==> config.mk <==
export PLATFORM = sky130hd
export DESIGN_NAME = rwps_mod_unit
export DESIGN_NICKNAME = d
export VERILOG_FILES = /design/src/rtl/core/rwps_pkg.sv /design/src/rtl/core/rwps_mod_unit.sv
export SDC_FILE = /design/constraint.sdc
export NUM_CORES = 1
export LEC_CHECK = 0
export ABC_CLOCK_PERIOD_IN_PS = 2990
export BUFFER_PORTS_ARGS = -buffer_cell sky130_fd_sc_hd__clkbuf_2
export CORE_ASPECT_RATIO = 1.1
export CORE_MARGIN = 1
export CORE_UTILIZATION = 59
export CTS_BUF_LIST = sky130_fd_sc_hd__clkbuf_4
export CTS_CLUSTER_DIAMETER = 200
export DETAILED_ROUTE_END_ITERATION = 10
export MAX_ROUTING_LAYER = met4
export PLACE_DENSITY = 0.82
export RECOVER_POWER = 25
export SLEW_MARGIN = 10
export SYNTH_ARGS = -nofsm -noshare
export SYNTH_HDL_FRONTEND = slang
export SYNTH_SLANG_ARGS = --single-unit
==> constraint.sdc <==
create_clock -name clk_i -period 2.99 [get_ports clk_i]
set_clock_uncertainty 0.2 [all_clocks]
set_input_delay 0.299 -clock clk_i [delete_from_list [all_inputs] [get_ports clk_i]]
set_output_delay 0.299 -clock clk_i [all_outputs]
set_load 0.03 [all_outputs]
==> src/rtl/core/rwps_pkg.sv <==
// Shared types and constants of the roulette wheel parent selector.
package rwps_pkg;

  localparam int SUM_W     = 28;
  localparam int FIT_W     = 20;
  localparam int WORD_W    = 31;
  localparam int POP_W     = 9;
  localparam int PAIRS_W   = 16;
  localparam int OUT_IDX_W = 8;
  localparam int APB_DW    = 32;
  localparam int APB_AW    = 3;

  localparam logic [SUM_W-1:0]   SUM_MAX         = {SUM_W{1'b1}};
  localparam logic [POP_W-1:0]   POP_SIZE_RESET  = POP_W'(256);
  localparam logic [PAIRS_W-1:0] PAIRS_RESET     = PAIRS_W'(1);

  typedef enum logic {
    OP_LOAD = 1'b0,
    OP_DRAW = 1'b1
  } op_e;

  typedef enum logic {
    REG_POP_SIZE = 1'b0,
    REG_PAIRS    = 1'b1
  } reg_idx_e;

  typedef enum logic [2:0] {
    ST_IDLE,
    ST_MOD,
    ST_SRCH_RD,
    ST_SRCH_CMP,
    ST_PICK
  } rwps_state_e;

  typedef struct packed {
    op_e                operation;
    logic               restart_load;
    logic [FIT_W-1:0]   fitness_hundredths;
    logic [WORD_W-1:0]  random_word;
  } rwps_in_t;

  typedef struct packed {
    logic [OUT_IDX_W-1:0] parent_first;
    logic [OUT_IDX_W-1:0] parent_second;
    logic                 fell_back_uniform;
    logic                 last_pair;
  } rwps_out_t;

endpackage

==> src/rtl/core/rwps_mod_unit.sv <==
// Bit-serial restoring modulo: dividend mod divisor, one dividend bit per cycle.
module rwps_mod_unit
  import rwps_pkg::*;
(
  input  logic              clk_i,
  input  logic              rst_ni,
  input  logic              start_i,
  input  logic [WORD_W-1:0] dividend_i,
  input  logic [SUM_W-1:0]  divisor_i,
  output logic              done_o,
  output logic [SUM_W-1:0]  rem_o
);

  localparam int STEP_W = $clog2(WORD_W);
  localparam logic [STEP_W-1:0] LAST_STEP = STEP_W'(WORD_W - 1);

  logic              busy_q;
  logic              done_q;
  logic [STEP_W-1:0] cnt_q;
  logic [WORD_W-1:0] word_q;
  logic [SUM_W-1:0]  div_q;
  logic [SUM_W-1:0]  rem_q;

  logic [SUM_W:0]    trial;
  logic [SUM_W:0]    diff;
  logic [SUM_W-1:0]  rem_nx;

  assign trial  = {rem_q, word_q[WORD_W-1]};
  assign diff   = trial - {1'b0, div_q};
  // remainder stays below the divisor, so the low bits hold it after a subtract
  assign rem_nx = (trial >= {1'b0, div_q}) ? diff[SUM_W-1:0] : trial[SUM_W-1:0];

  always_ff @(posedge clk_i or negedge rst_ni) begin
    if (!rst_ni) begin
      busy_q <= 1'b0;
      done_q <= 1'b0;
      cnt_q  <= '0;
    end else begin
      done_q <= busy_q && (cnt_q == LAST_STEP);
      if (start_i) begin
        busy_q <= 1'b1;
        cnt_q  <= '0;
      end else if (busy_q) begin
        cnt_q <= cnt_q + STEP_W'(1);
        if (cnt_q == LAST_STEP) begin
          busy_q <= 1'b0;
        end
      end
    end
  end

  always_ff @(posedge clk_i) begin
    if (start_i) begin
      word_q <= dividend_i;
      div_q  <= divisor_i;
      rem_q  <= '0;
    end else if (busy_q) begin
      word_q <= {word_q[WORD_W-2:0], 1'b0};
      rem_q  <= rem_nx;
    end
  end

  assign done_o = done_q;
  assign rem_o  = rem_q;

  a_start_idle: assert property (@(posedge clk_i) disable iff (!rst_ni)
    start_i |-> !busy_q)
    else $error("modulo start while busy");

  a_div_nonzero: assert property (@(posedge clk_i) disable iff (!rst_ni)
    start_i |-> divisor_i != '0)
    else $error("modulo started with zero divisor");

  a_rem_range: assert property (@(posedge clk_i) disable iff (!rst_ni)
    done_o |-> rem_q < div_q)
    else $error("modulo remainder not below divisor");

endmodule

==> out/qor.csv, run 1 <==
stage;metric;value;unit
run_status;outcome;complete, but fails checks;
run_status;failing checks;capacitance limit;
floorplan;# rows;36;
synthesis;Synth Net Count;593;
pwr;P_leak;3.05;nW
clocking;deepest clock path buffer count;2;
sta;relative slew slack;0.138;%
synthesis;mean post-synth cell area;10.7;µm²
global_routing;vias in the first global route;4351;
pwr;PwrDens;877;nW/µm²
clocking;clock sink count;94;
sta;final period utilization;94.9;%
setup_path;Largest delay share family, worst path;compound AO/OA/AOI/OAI gates;
synthesis;synthesis-stage register bit count;94;
pwr;power share of the combinational group;54.8;%
finish;final core occ;75.3;%
floorplan;DIE AREA;9460;µm²
setup_path;R2R Setup Slk;0.15;ns
synthesis;EDFF count, synth;59;
pwr;Clock power frac;12.5;%
placement;GPL Wtd Cong;0.987;
sta;final hold slack;0.0295;ns
route;vias;4330;
job;Max Cap Violations;1;
route;# DRC;0;
global_routing;largest net degree at the start of global routing;47;
setup_path;CP Capture Type;register;
setup_path;critical path class;register to register;
setup_path;CP max FO;17;
sta;Worst Tran Pin Value;1.50;ns
route;routed vias/inst;5.69;
setup_path;Required @ worst endpoint;3.15;ns
synthesis;cells after synthesis;500;
global_routing;first-pass GRT wire length;20.1;mm
synthesis;post-synth cell types;55;
route;drt wl/cell;16.2;µm
floorplan;Initial Util;60.6;%
clocking;Max H-tree Level;3;
clocking;clk root buf;clkbuf_4;
clocking;number of buffers created by CTS;9;
placement;# port buffers;90;
global_routing;M3 GR Usage;5.58;%
global_routing;Overflow after GRT;0;
setup_path;crit start category;register;
placement;dpl hpwl;8.00;mm
sta;Max Transition Viols Final;0;
synthesis;Mapped Area;5350;µm²
floorplan;Die Y;102;µm
global_routing;met1 Use GR;31.2;%
worst_hold_path;worst hold path type;primary input to register;
clocking;insertion delay to the later sink of the worst-skew pair;0.46;ns
route;Detailed Routing Iterations Pass 1;4;
finish;share of cells above drive strength 1;26.3;%
route;DRT antenna net count;0;
setup_path;slowest stage delay, CP;0.41;ns
finish;# fillers;632;
finish;nets@finish;735;
sta;Setup violations, final;0;
pwr;Sw Ratio;44.4;%
clocking;clk slew on worst S/H paths;0.17;ns
global_routing;gr usage total;28.2;%
route;final WL;12.3;mm
pwr;Sequential Power Share;32.7;%
route;Detailed Route Iter0 Violations;285;
setup_path;CP max-delay cell;ha_1;
pwr;P_sw;2.59;mW
synthesis;Syn. warnings;0;
global_routing;grt peak-use layer;met2;
clocking;CTS tree;done;
sta;Fin. Hold Viols;0;
sta;unrepaired setup endpoints after global routing;true;
global_routing;initial antenna violation count;0;
pwr;Max rail drop VDD;417;µV
setup_path;CP Cell Sequence;ha_1, a21oi_2, o21ai_1, nor2b_1, nor4_4, a21oi_4, a21oi_4, buf_4, a21oi_1, a211oi_1;
sta;crit path time final;2.84;ns
pwr;Power Internal;3.24;mW
synthesis;register area share after synthesis;46.8;%
setup_path;most frequent CP cell;a21oi_4;
finish;Area Growth Syn to Fin;24.1;%
finish;ant diodes;0;
floorplan;Die Span X;92.8;µm
floorplan;io pins;91;
setup_path;Critical Path AT;2.99;ns
sta;FMAX;352;MHz
floorplan;core box area;8830;µm²
global_routing;met2 Use GR;49.1;%
synthesis;ys flop type;edfxtp_1;
synthesis;ys async rst share;7.45;%
setup_path;CP bufs+invs;1;
## sequential cells by signal (all words and copies together), names as in the netlist
name    count
done_o      1
busy_q      1
div_q      28
rem_o      28
word_q     31
cnt_q       5
## worst paths after layout
check | from | depth (start not counted) | endpoint
max in group asynchronous | rst_ni | 3 | cnt_q[3]
max | rem_o[13] | 10 | rem_o[7]
min in group asynchronous | rst_ni | 3 | cnt_q[1]
min | start_i | 2 | rem_o[24]
min reg2reg | rem_o[19] | 2 | rem_o[19]
max reg2reg | rem_o[13] | 10 | rem_o[7]
## through the flow
step | setup slack [ns] | power, mW | TNS, ns | cells | instance area, µm²
2_1_floorplan | 0.115 | 4.34 | 0 | 500 | 5350
3_3_place_gp | 0.242 | 4.86 | 0 | 683 | 5860
3_5_place_dp | 0.128 | 4.95 | 0 | 683 | 5860
4_1_cts | 0.109 | 5.74 | 0 | 760 | 6610
5_1_grt | -0.00417 | 6.18 | -0.00417 | 761 | 6650
6_report | 0.152 | 5.83 | 0 | 761 | 6650
## kinds of logic after synthesis
group / share of synthesized area (%)
AOI/OAI and AO/OA: 15.8
xor gates and xnor gates: 4.25
adders and majority gates: 7.39
buffers and inverters: 5.40
DFF: 46.8
muxes: 8.77
and+or+nand+nor: 11.6
## synth_stat cells, types with 6 or more instances
library cell / number / area [µm²]
nand2_1: 27 / 101
nand4_1: 8 / 50.1
xor2_1: 8 / 70.1
o21ai_1: 9 / 45.0
mux2_2: 30 / 338
nor3_1: 7 / 35.0
edfxtp_1: 59 / 1770
nand3_1: 11 / 55.1
a21oi_1: 25 / 125
nor2_1: 55 / 206
xnor2_1: 18 / 158
o21ai_0: 6 / 30.0
mux2i_1: 12 / 120
a211oi_1: 15 / 113
inv_1: 35 / 131
dfxtp_1: 28 / 561
ha_1: 30 / 375
clkbuf_1: 14 / 52.6
a21o_1: 19 / 143
dfrtp_1: 7 / 175
a21oi_2: 7 / 61.3
buf_2: 6 / 30.0
## cell type report
class	count	area, µm²	share of cell area, %
flip-flops and latches	94	2510	37.7
multi-input cells	343	2580	38.9
well taps	114	143	2.15
clock buffers	10	75.1	1.13
repair buffers	159	1130	17.1
inverters	35	131	1.98
clock inverters	6	70.1	1.05
## layout by cell type (no fill, tap or decap), drive strengths merged, types with 4 or more instances in the layout
cell and count:
nor4 4, dlygate4sd3 61, ha 30, nand2b 5, xor2 8, nor2 55
nand2 27, clkbuf 100, buf 8, mux2i 12, xnor2 18, inv 37
dfxtp 28, edfxtp 59, nand4 9, o21ai 15, dfrtp 7, a31oi 4
a21oi 35, a21o 19, nor3 8, nand3 11, mux2 31, a211oi 20
## layer usage
layer	part of all wire [%]	wire length (µm)
met1	39	4800
met2	52	6460
met3	5.3	654
met4	3.3	410
met5	0	0
## power by group through the flow
stage	Sequential, mW	Combinational, mW	Clock (mW)
after global placement	1.91	2.95	0
after floorplan	2.23	2.11	0
after global routing	1.94	3.46	0.788
final	1.90	3.20	0.728
after detailed placement	1.93	3.02	0
after CTS	1.90	3.10	0.736
## what timing repair did
action | in CTS | in global routing
setup endpoints to repair | 0 | 9
hold buffers | 61 | 0
gates resized for setup | 0 | 7
endpoints found under the hold margin | 66 | 0
setup buffers | 0 | 1
No activity file was read; power rests on OpenSTA's default activity.
==> run 2, diff against run 1 <==
Settings changed: ABC_CLOCK_PERIOD_IN_PS 2990 to 3600, CORE_UTILIZATION 59 to 63, PLACE_DENSITY 0.82 to 0.87, RECOVER_POWER 25 to 50.
Clock period 2.99 ns to 3.6 ns, I/O delays scaled along.
==> run 2 against run 1 <==
The run ends with DRC, capacitance limit, slew limit left. Critical path depth fell by 7. Cell area fell by 1.2%. Routed wire length rose by 16%. Worst hold slack got worse by 0.027 ns. Global-route usage rose by 6.3 points. Critical path type is now primary input to register. Critical endpoint is now word_q[20].
==> out/qor.csv, run 2 (synthesis results as in run 1) <==
stage;metric;value;unit
run_status;outcome;complete, but fails checks;
run_status;failing checks;DRC, capacitance limit, slew limit;
floorplan;Die Y;98.7;µm
sta;Max Transition Viols Final;48;
finish;ant diodes;0;
setup_path;crit start category;primary input;
finish;max FFs per register;31;
placement;dpl hpwl;8.21;mm
sta;FMAX;303;MHz
setup_path;Critical Path AT;3.36;ns
clocking;CTS resizes;0;
route;Detailed Routing Iterations Pass 1;9;
sta;Worst Tran Pin Value;2.49;ns
floorplan;Die Span X;89.9;µm
finish;most common cell after layout, fill and taps aside;clkbuf_2;
finish;Final Non-Filler Cells;753;
sta;crit path time final;3.30;ns
sta;Setup violations, final;0;
clocking;CTS tree;done;
worst_hold_path;worst hold path type;primary input to register;
setup_path;critical path class;primary input to register;
finish;nets@finish;733;
finish;Area Growth Syn to Fin;22.6;%
pwr;Pwr Total;4.86;mW
global_routing;gr usage total;34.5;%
sta;Fin. Hold Viols;0;
setup_path;CP Capture Type;register;
sta;setup TNS;0;ns
setup_path;CP max FO;47;
global_routing;vias in the first global route;4637;
sta;final period utilization;91.6;%
setup_path;R2R Setup Slk;0.44;ns
global_routing;Overflow after GRT;0;
finish;Most flops, register;word_q;
finish;share of cells above drive strength 1;24.8;%
clocking;deepest clock path buffer count;2;
clocking;clock sink count;94;
placement;placed cell area;5840;µm²
sta;final hold slack;0.00287;ns
sta;final worst-path setup slack;0.301;ns
floorplan;DIE AREA;8870;µm²
clocking;insertion delay to the later sink of the worst-skew pair;0.50;ns
job;Max Cap Violations;1;
finish;post-route cell area;6560;µm²
floorplan;core box area;8080;µm²
clocking;clk slew on worst S/H paths;0.17;ns
finish;# fillers;482;
placement;placed cells;678;
global_routing;largest net degree at the start of global routing;48;
setup_path;Required @ worst endpoint;3.66;ns
placement;DP Worst Slack;0.553;ns
route;Detailed Route Iter0 Violations;366;
route;drt wl/cell;19.1;µm
floorplan;io pins;91;
sta;relative slew slack;-66.2;%
clocking;number of buffers created by CTS;9;
sta;unrepaired setup endpoints after global routing;false;
finish;most frequent cells in the layout;clkbuf_2, edfxtp_1, dlygate4sd3_1;
floorplan;# rows;34;
global_routing;first-pass GRT wire length;22.9;mm
finish;final core occ;81.2;%
placement;GPL Wtd Cong;0.931;
clocking;clk root buf;clkbuf_4;
route;# DRC;1;
route;DRT antenna net count;0;
pwr;P_leak;3.02;nW
route;final WL;14.4;mm
floorplan;Initial Util;66.2;%
route;vias;4493;
global_routing;initial antenna violation count;0;
pwr;Max rail drop VDD;493;µV
pwr;PwrDens;741;nW/µm²
clocking;Max H-tree Level;3;
placement;# port buffers;90;
route;routed vias/inst;5.97;
[run 2: per-layer routing]
metal	vias to the layer above	track usage [%]	share of wire [%]
li1	2079	-	-
met4	0	16.7	4.0
met3	63	5.25	5.4
met1	2117	37.3	38
met2	234	62.0	52
met5	-	-	0
[run 2: layout make-up]
cell class	count	area, µm²	share of cell area (%)
multi-input combinational	343	2560	38.9
sequential	94	2510	38.2
timing repair buffer	157	1090	16.6
tap	108	135	2.06
inverter	35	131	2.00
clock inverter	7	76.3	1.16
clock buffer	9	67.6	1.03
[run 2: worst paths after layout]
check | from | end | cells past startpoint
max | start_i | word_q[20] | 3
max reg2reg | div_q[3] | rem_o[20] | 11
max in group asynchronous | rst_ni | cnt_q[2] | 2
min reg2reg | rem_o[8] | rem_o[8] | 2
min in group asynchronous | rst_ni | cnt_q[3] | 2
min | dividend_i[26] | word_q[26] | 2
[run 2: report_power, final]
group | internal [mW] | total [mW] | switching [mW]
Combinational | 1.05 | 2.66 | 1.61
Sequential | 1.37 | 1.60 | 0.225
Clock | 0.167 | 0.607 | 0.440
Total | 2.59 | 4.86 | 2.28
[run 2: critical path, stage by stage]
cell	delay (ns)
clkbuf_1	1.74
clkbuf_2	0.81
mux2_2	0.42
[run 2: what timing repair did]
action | in CTS | in global routing
hold buffers | 59 | 0
setup buffers | 0 | 0
endpoints found under the hold margin | 65 | 0
